File: src/rtl/core/mds_pkg.sv
// ----------------------------------------------------------------------------
// mds_pkg
// types, sizes and helpers shared by the multibyte delimiter splitter
// ----------------------------------------------------------------------------
package mds_pkg;

	localparam int MAX_DELIM_BYTES = 8;
	localparam int DLEN_W          = 4;
	localparam int DBYTES_W        = 64;
	localparam int CFG_IDX_W       = 1;
	localparam int FILL_W          = $clog2(MAX_DELIM_BYTES + 1);
	localparam int WIN_BITS        = MAX_DELIM_BYTES * 8;
	// shifted-out byte, window flush and one field end
	localparam int BURST_MAX       = MAX_DELIM_BYTES + 2;
	localparam int QUEUE_DEPTH     = BURST_MAX + 1;
	localparam int CNT_W           = $clog2(QUEUE_DEPTH + 1);

	localparam logic [CFG_IDX_W-1:0] REG_DELIM_LENGTH = CFG_IDX_W'(0);
	localparam logic [CFG_IDX_W-1:0] REG_DELIM_BYTES  = CFG_IDX_W'(1);

	localparam logic [DLEN_W-1:0]   DLEN_RESET   = DLEN_W'(1);
	localparam logic [DBYTES_W-1:0] DBYTES_RESET = DBYTES_W'(32);

	typedef struct packed {
		logic [7:0] data_byte;
		logic       last_of_line;
	} in_item_t;

	typedef struct packed {
		logic       byte_valid;
		logic [7:0] out_byte;
		logic       field_end;
		logic       line_end;
	} out_item_t;

	typedef logic [MAX_DELIM_BYTES-1:0][7:0] win_t;
	typedef out_item_t [BURST_MAX-1:0] burst_t;

	typedef struct packed {
		burst_t            results;
		logic [CNT_W-1:0]  count;
		win_t              window;
		logic [FILL_W-1:0] fill;
	} step_t;

	function automatic out_item_t mk_data(input logic [7:0] b);
		out_item_t r;
		r.byte_valid = 1'b1;
		r.out_byte   = b;
		r.field_end  = 1'b0;
		r.line_end   = 1'b0;
		return r;
	endfunction

	function automatic out_item_t mk_fend(input logic le);
		out_item_t r;
		r.byte_valid = 1'b0;
		r.out_byte   = 8'h00;
		r.field_end  = 1'b1;
		r.line_end   = le;
		return r;
	endfunction

endpackage

File: src/rtl/core/multibyte_delimiter_splitter.sv
// ----------------------------------------------------------------------------
// multibyte_delimiter_splitter
// splits a byte stream into fields on a delimiter of one to eight bytes
//
//   channel  | direction | payload       | transfer when
//   in       | sink      | in_item_t     | in_valid && !in_stall
//   out      | source    | out_item_t    | out_valid && !out_stall
//   cfg      | sink      | index, data   | cfg_we
//
// each byte is held in the input register, then its results enter a
// shift queue that drives one result per cycle on the output unless out_stall
// one byte per cycle while each byte gives at most one result and the output
// does not stall; a line end gives up to ten results, and the input stalls
// while more than one result waits in the queue
// reset clears the counters and valid flags; window bytes are not reset
// ----------------------------------------------------------------------------
module multibyte_delimiter_splitter (
	input  logic                             clk,
	input  logic                             arst_n,
	input  logic                             in_valid,
	output logic                             in_stall,
	input  mds_pkg::in_item_t                in_data,
	output logic                             out_valid,
	input  logic                             out_stall,
	output mds_pkg::out_item_t               out_data,
	input  logic                             cfg_we,
	input  logic [mds_pkg::CFG_IDX_W-1:0]    cfg_index,
	input  logic [mds_pkg::DBYTES_W-1:0]     cfg_data
);

	logic                             valid_s1;
	mds_pkg::in_item_t                item_s1;
	logic [mds_pkg::DLEN_W-1:0]       dlen_q;
	logic [mds_pkg::DBYTES_W-1:0]     dbytes_q;
	mds_pkg::win_t                    win_q;
	logic [mds_pkg::FILL_W-1:0]       fill_q;
	mds_pkg::out_item_t               res_q [mds_pkg::QUEUE_DEPTH];
	mds_pkg::out_item_t               res_d [mds_pkg::QUEUE_DEPTH];
	logic [mds_pkg::CNT_W-1:0]        cnt_q;
	logic [mds_pkg::CNT_W-1:0]        cnt_d;
	mds_pkg::step_t                   step;
	logic                             go;
	logic                             pop;
	logic                             keep;
	logic                             in_xfer;

	mds_step u_step (
		.item         (item_s1),
		.window       (win_q),
		.fill         (fill_q),
		.delim_length (dlen_q),
		.delim_bytes  (dbytes_q),
		.step         (step)
	);

	// the held byte moves on once at most one result is queued
	assign go       = valid_s1 && (cnt_q <= mds_pkg::CNT_W'(1));
	assign in_stall = valid_s1 && !go;
	assign in_xfer  = in_valid && !in_stall;
	assign out_valid = (cnt_q != '0);
	assign out_data  = res_q[0];
	assign pop       = out_valid && !out_stall;
	assign keep      = go && (cnt_q == mds_pkg::CNT_W'(1)) && !pop;

	always_comb begin
		for (int j = 0; j < mds_pkg::QUEUE_DEPTH; j++) begin
			if (go) begin
				if (keep) begin
					if (j == 0) begin
						res_d[j] = res_q[0];
					end else begin
						res_d[j] = (j - 1 < mds_pkg::BURST_MAX) ? step.results[j-1] : '0;
					end
				end else begin
					res_d[j] = (j < mds_pkg::BURST_MAX) ? step.results[j] : '0;
				end
			end else if (pop) begin
				res_d[j] = (j < mds_pkg::QUEUE_DEPTH - 1) ? res_q[j+1] : '0;
			end else begin
				res_d[j] = res_q[j];
			end
		end
		cnt_d = cnt_q - mds_pkg::CNT_W'(pop) + (go ? step.count : '0);
	end

	always_ff @(posedge clk or negedge arst_n) begin
		if (!arst_n) begin
			valid_s1 <= 1'b0;
			cnt_q    <= '0;
			fill_q   <= '0;
			dlen_q   <= mds_pkg::DLEN_RESET;
			dbytes_q <= mds_pkg::DBYTES_RESET;
		end else begin
			if (in_xfer) begin
				valid_s1 <= 1'b1;
			end else if (go) begin
				valid_s1 <= 1'b0;
			end
			cnt_q <= cnt_d;
			if (cfg_we) begin
				fill_q <= '0;
				unique case (cfg_index)
					mds_pkg::REG_DELIM_LENGTH: begin
						dlen_q <= cfg_data[mds_pkg::DLEN_W-1:0];
					end
					mds_pkg::REG_DELIM_BYTES: begin
						dbytes_q <= cfg_data;
					end
				endcase
			end else if (go) begin
				fill_q <= step.fill;
			end
		end
	end

	always_ff @(posedge clk) begin
		if (in_xfer) begin
			item_s1 <= in_data;
		end
		if (go) begin
			win_q <= step.window;
		end
		for (int j = 0; j < mds_pkg::QUEUE_DEPTH; j++) begin
			res_q[j] <= res_d[j];
		end
	end

endmodule

File: src/rtl/core/mds_step.sv
// ----------------------------------------------------------------------------
// mds_step
// per-byte window update, delimiter compare and result burst build
// ----------------------------------------------------------------------------
module mds_step (
	input  mds_pkg::in_item_t                item,
	input  mds_pkg::win_t                    window,
	input  logic [mds_pkg::FILL_W-1:0]       fill,
	input  logic [mds_pkg::DLEN_W-1:0]       delim_length,
	input  logic [mds_pkg::DBYTES_W-1:0]     delim_bytes,
	output mds_pkg::step_t                   step
);

	logic [mds_pkg::FILL_W-1:0] len;
	logic [mds_pkg::FILL_W-1:0] f;
	logic [mds_pkg::FILL_W-1:0] f2;
	logic [mds_pkg::FILL_W-1:0] f3;
	logic                       full;
	logic                       hit;
	mds_pkg::win_t              base;
	mds_pkg::win_t              w2;
	mds_pkg::win_t              dwin;
	mds_pkg::out_item_t [mds_pkg::MAX_DELIM_BYTES:0] tail;

	always_comb begin
		// zero length acts as one, long lengths saturate
		if (delim_length == '0) begin
			len = mds_pkg::FILL_W'(1);
		end else if (int'(delim_length) > mds_pkg::MAX_DELIM_BYTES) begin
			len = mds_pkg::FILL_W'(mds_pkg::MAX_DELIM_BYTES);
		end else begin
			len = mds_pkg::FILL_W'(delim_length);
		end

		f    = (fill > len) ? len : fill;
		full = (f == len);
		// full window drops its oldest byte
		base = full ? mds_pkg::win_t'(window >> 8) : window;
		f2   = full ? (len - mds_pkg::FILL_W'(1)) : f;
		for (int i = 0; i < mds_pkg::MAX_DELIM_BYTES; i++) begin
			w2[i] = (i == int'(f2)) ? item.data_byte : base[i];
		end
		f3 = f2 + mds_pkg::FILL_W'(1);

		dwin = mds_pkg::WIN_BITS'(delim_bytes);
		hit  = (f3 == len);
		for (int i = 0; i < mds_pkg::MAX_DELIM_BYTES; i++) begin
			if (i < int'(len) && w2[i] != dwin[i]) begin
				hit = 1'b0;
			end
		end

		// results after the shifted-out byte
		for (int k = 0; k <= mds_pkg::MAX_DELIM_BYTES; k++) begin
			tail[k] = '0;
			if (hit) begin
				if (k == 0) begin
					tail[k] = mds_pkg::mk_fend(item.last_of_line);
				end
			end else if (item.last_of_line) begin
				if (k < int'(f3) && k < mds_pkg::MAX_DELIM_BYTES) begin
					tail[k] = mds_pkg::mk_data(w2[k]);
				end else if (k == int'(f3)) begin
					tail[k] = mds_pkg::mk_fend(1'b1);
				end
			end
		end

		for (int j = 0; j < mds_pkg::BURST_MAX; j++) begin
			if (full) begin
				step.results[j] = (j == 0) ? mds_pkg::mk_data(window[0]) : tail[j-1];
			end else begin
				step.results[j] = (j <= mds_pkg::MAX_DELIM_BYTES) ? tail[j] : '0;
			end
		end

		step.count = mds_pkg::CNT_W'(full);
		if (hit) begin
			step.count = step.count + mds_pkg::CNT_W'(1);
		end else if (item.last_of_line) begin
			step.count = step.count + mds_pkg::CNT_W'(f3) + mds_pkg::CNT_W'(1);
		end

		step.window = w2;
		step.fill   = (hit || item.last_of_line) ? '0 : f3;
	end

endmodule

File: config.mk
export PLATFORM = sky130hd
export DESIGN_NAME = multibyte_delimiter_splitter
export DESIGN_NICKNAME = d
export VERILOG_FILES = /design/src/rtl/core/mds_pkg.sv /design/src/rtl/core/multibyte_delimiter_splitter.sv /design/src/rtl/core/mds_step.sv
export SDC_FILE = /design/constraint.sdc
export NUM_CORES = 1
export LEC_CHECK = 0
export BUFFER_PORTS_ARGS = -buffer_cell sky130_fd_sc_hd__buf_4
export CORE_UTILIZATION = 42
export DETAILED_ROUTE_END_ITERATION = 12
export PLACE_DENSITY = 0.68
export SLEW_MARGIN = 30
export SYNTH_ARGS = -nofsm -noshare
export SYNTH_HDL_FRONTEND = slang
export SYNTH_SLANG_ARGS = --single-unit
File: constraint.sdc
create_clock -name clk -period 8.26 [get_ports clk]
set_input_delay 1.239 -clock clk [delete_from_list [all_inputs] [get_ports clk]]
set_output_delay 1.239 -clock clk [all_outputs]
set_load 0.1 [all_outputs]
## Yosys cells after proc, flatten, opt, wreduce, memory -nomap -nowiden

Memories as Yosys holds them, arrays and structs flattened.
Cells that the tools add are included.

| operators by class | value |
|---|---|
| equal/unequal tests | 26 |
| muxes and demuxes | 107 |
| bitwise gates (word level) | 1 |
| $add $sub $neg | 7 |
| reductions and logical operators | 27 |
| $lt $le $gt $ge | 19 |

Operator list:

| cell | number |
|---|---|
| 2-to-1 mux 11 bit | 69 |
| 2-to-1 mux 64 bit | 1 |
| 2-to-1 mux 8 bit | 8 |
| inequality test 8 bit | 8 |
| 2-to-1 mux 4 bit | 10 |
| == test 4 bit, first input constant | 9 |
| < comparator 3 x 4 -> 1 bit, first input constant | 8 |
| 2-to-1 mux 2 bit | 9 |
| == test 3 x 4 -> 1 bit, first input constant | 4 |
| < comparator 1 x 4 -> 1 bit, first input constant | 4 |
| < comparator 2 x 4 -> 1 bit, first input constant | 4 |
| logical AND 1 bit | 14 |
| logical NOT 4 bit | 3 |
| 2-to-1 mux 1 bit | 10 |
| adder 4 x 1 -> 4 bit, second input constant | 2 |
| == test 2 x 4 -> 1 bit, first input constant | 2 |
| == test 4 bit | 2 |
| adder 1 x 4 -> 4 bit | 1 |
| adder 4 bit | 1 |
| == test 4 x 1 -> 1 bit, second input constant | 1 |
| > comparator 4 bit | 1 |
| > comparator 4 bit, second input constant | 1 |
| less-or-equal comparator 4 x 1 -> 1 bit, second input constant | 1 |
| logical NOT 1 bit | 4 |
| other kinds (8) | 10 |

| word-level totals | value |
|---|---|
| word-level logic and storage cells | 203 |
| RAM bits | 121 |
| bits of input ports | 79 |
| memories kept | 1 |
| output and inout bits | 13 |
| bits in registers | 150 |

Memories:

| memory | depth | width | rd ports | clocked after memory_dff | write ports | line | RTL |
|---|---|---|---|---|---|---|---|
| res_q | 11 | 11 | 11 | 0 | 11 | multibyte_delimiter_splitter.sv:37 | `mds_pkg::out_item_t res_q [mds_pkg::QUEUE_DEPTH];` |

## Depth between registers and ports, before layout

| logic depth | value |
|---|---|
| word-level depth | 23 |
| depth in mapped cells | 40 |

## Modules after synthesis

Synthesis repeated with hierarchy kept, for this count alone.

| unflattened totals | value |
|---|---|
| cells, all modules | 1634 |
| area total of the unflattened synthesis | 16707.3 µm² |

Modules (own cells, without submodules):

| module | cells an instance | area each (µm²) | instances |
|---|---|---|---|
| multibyte_delimiter_splitter | 745 | 11140.7 | 1 |
| mds_step | 889 | 5566.6 | 1 |

## Worst setup path before layout

Ideal clock, no wire load.

| path | value |
|---|---|
| path kind | input to register |
| start point | in out_stall |
| end point | mem res_q[10][0] (netlist name), enable pin |
| setup slack | -0.178 ns |
| required time | 7.587 ns |
| data arrival time | 7.765 ns |
| buffers on the path | 0 |
| cell stages on the path | 1 |
| setup time | 0.673 ns |
| path through | o21ai_0 |

RTL lines:

| item | line | RTL |
|---|---|---|
| from (decl) | multibyte_delimiter_splitter.sv:24 | `input logic out_stall,` |
| to (decl) | multibyte_delimiter_splitter.sv:37 |  |

==> flow_summary.ini <==
[clocking]
clk_transition_reported_paths_ps = 60
cts_tree = done
cts.sinks = 254
root_buffer = clkbuf_16
cts_hold_buffers = 0
clock_path_buffers = 3
clk_latency_ps = 580
h-tree-depth = 1
post_cts_resized = 0
cts_buffers = 29
post-cts-setup-buffers = 0

[outcome]
status = completed

[logic_synthesis]
synth_ff_type = edfxtp_1
ys_seq_elements = 254
yosysTopAreaCellShare_pct = 33.9
postSynthCellCount = 1549
yosysWarnings = 0
synth_edf_count = 177
synth_cell_types = 89
synth_common_cells = edfxtp_1, nand2_1, nor2_1, inv_1, mux2_2
seq_area_frac_synth_pct = 46.2
syn_area_um2 = 15700
syn-num-nets = 1649
yosysTopAreaCell = edfxtp_1
avgSynthCellArea_um2 = 10.1
synthTopCellsByArea = edfxtp_1, dfrtp_1, mux2_2, nand2_1, mux2i_1
async_reset_ff_share_pct = 30.3
yosysMostFrequentCell = edfxtp_1

[min_path]
holdCritStartpoint = dbytes_q[47]
hold_class = flip-flop to flip-flop

[floorplanning]
die_h_um = 195
dieArea_um2 = 38100
core_um2 = 36700
io_pins = 92
num_rows = 70
start_util_pct = 42.7
die_x_um = 195

[layout]
seq_area_um2 = 7240
area_growth_pct = 13.8
fin_cells = 2105
drive_gt1_share_pct = 18.2
fill_cells = 3435
nets = 1714
diodes = 0
multi_input_area_um2 = 7670

[grt]
track_usage_pct = 29.2
grt_pass1_vias = 13700
grt_max_degree = 65
grt_antenna_before_repair = 0
grt-ovfl-total = 0
grt_pass1_wl_um = 84900

[power_and_ir_drop]
finalPower_uw = 7370
power_density_nw_per_um2 = 413
power_leakage_uw = 0.00697
peakVddDrop_mv = 0.177

[timing]
post-route-min-period_ps = 7480
rsz0062_at_grt = no
finalSetupTns_ps = 0
setup_viol = 0
tightestPinTransition_ps = 1000
hold_viol_final = 0
fmax_mhz = 134
finalCritPeriodShare_pct = 90.6
skew_ps = 19.6
setup_slack_ps = 778
slew_viol_final = 0
slew_headroom_pct = 33.1

[run]
max_cap_viol_count = 0

[route]
routed_wl_um = 56000
drc_errors = 0
vias_per_cell = 6.66
drtPass1Iterations = 11
drtIter0Drc = 1895
post_drt_wl_per_cell_um = 26.6
ant_nets = 0
vias = 14000

[critical_path]
worstPathArrival_ps = 7970
critPathSlowestCell = a2111oi_0
path_class = flip-flop to flip-flop
cp_max_fo = 22
crit_buf_inv = 4
startpoint_type = flip-flop
critical_path.endpoint = cnt_q[3]
cp-end-kind = flip-flop
rr_endpoint = cnt_q[3]
slowest_delay_ps = 650
crit_start = dlen_q[3]
path_depth = 29
reg2reg_depth = 29
critical-path-top-delay-family = compound AO/OA/AOI/OAI gates
reg2reg_slack_ps = 780
r2r_start = dlen_q[3]
crit_top_cell = ha_1
required_ps = 8750

[place]
io_buffers = 91
placedCellCount = 2051
place.gp.congestion = 0.965
place_hpwl_um = 39200
pre_cts_ws_ps = 1020
logic make-up after synthesis:
kind of cell             count (synthesis)  synth area share (%)
flip-flops                             254                  46.2
AO/OA/AOI/OAI                          485                  23.0
multiplexers                           119                  8.20
adder cells (fa/ha/maj)                 21                  1.72
XOR/XNOR                                35                  2.00
buffers and inverters                  198                  5.23
AND/OR/NAND/NOR                        437                  13.7
cell usage in the layout, fill, tap and decap left out, drive strengths merged, types with 13 or more instances in the layout:
cell type / count
nand3: 35
edfxtp: 177
clkinv: 14
dfrtp: 75
buf: 140
a222oi: 16
nor3: 51
a211o: 27
a22o: 15
nor4: 19
a21oi: 73
nor2: 94
mux2: 76
o21ai: 68
o22ai: 30
inv: 90
xnor2: 28
a221o: 17
a22oi: 36
or3: 20
o41ai: 13
o31ai: 25
and2: 31
clkbuf: 37
mux2i: 43
ha: 20
a31oi: 25
o211ai: 18
nand2: 131
worst reg2reg max path: cells and delay by family (launching register included):
kind | cells | cell delay [ps]
AO/OA/AOI/OAI | 10 | 2760
XOR/XNOR | 2 | 290
adder cells (fa/ha/maj) | 4 | 1230
buffers and inverters | 4 | 580
flip-flops | 1 | 570
AND/OR/NAND/NOR | 9 | 1960
where the power goes:
group          internal [uW]  leakage [uW]  switching, uW
clock network            776      0.000465            537
registers               2020       0.00263            293
logic                   1210       0.00388           2540
total                   4000       0.00697           3370
registers in the layout (all words and copies together), names as in the netlist:
| signal | cells |
|---|---|
| win_q | 64 |
| item_s1 | 9 |
| dlen_q | 4 |
| fill_q | 4 |
| dbytes_q | 64 |
| valid_s1 | 1 |
| cnt_q | 4 |
| res_q | 104 |
worst min-delay path by stage:
stage	endpoint	slack, ps	cells past startpoint
after global placement	dbytes_q[15]	500	1
after floorplan	dbytes_q[15]	480	1
after global routing	res_q[4][4]	540	1
after CTS	dbytes_q[47]	510	1
final	dbytes_q[47]	510	1
after detailed placement	dbytes_q[47]	500	1
metal layers:
layer  vias to the layer above  wire (um)  global-route usage [%]
li1                       6098          -                       -
met1                      6915      22100                    37.5
met2                       841      25700                    46.8
met3                       175       5110                    5.54
met4                         0       3100                    15.1
met5                         -          0                       0
area by class of cell:
class / instances / area share, %
clock buffers: 37 / 4.29
inverters: 92 / 1.94
well taps: 468 / 3.28
multi-input cells: 1097 / 43.0
clock inverters: 17 / 1.04
flip-flops and latches: 254 / 40.6
repair buffers: 140 / 5.89
through the flow:
step | area, um2 | util [%] | hold slack [ps]
6_report | 17900 | 48.6 | 511
5_1_grt | 17900 | 48.6 | 539
4_1_cts | 17800 | 48.6 | 514
3_5_place_dp | 16900 | 46.0 | 500
3_3_place_gp | 16900 | 46.0 | 497
2_1_floorplan | 15700 | - | 479
Note: power is estimated with default switching activity, not from simulation.
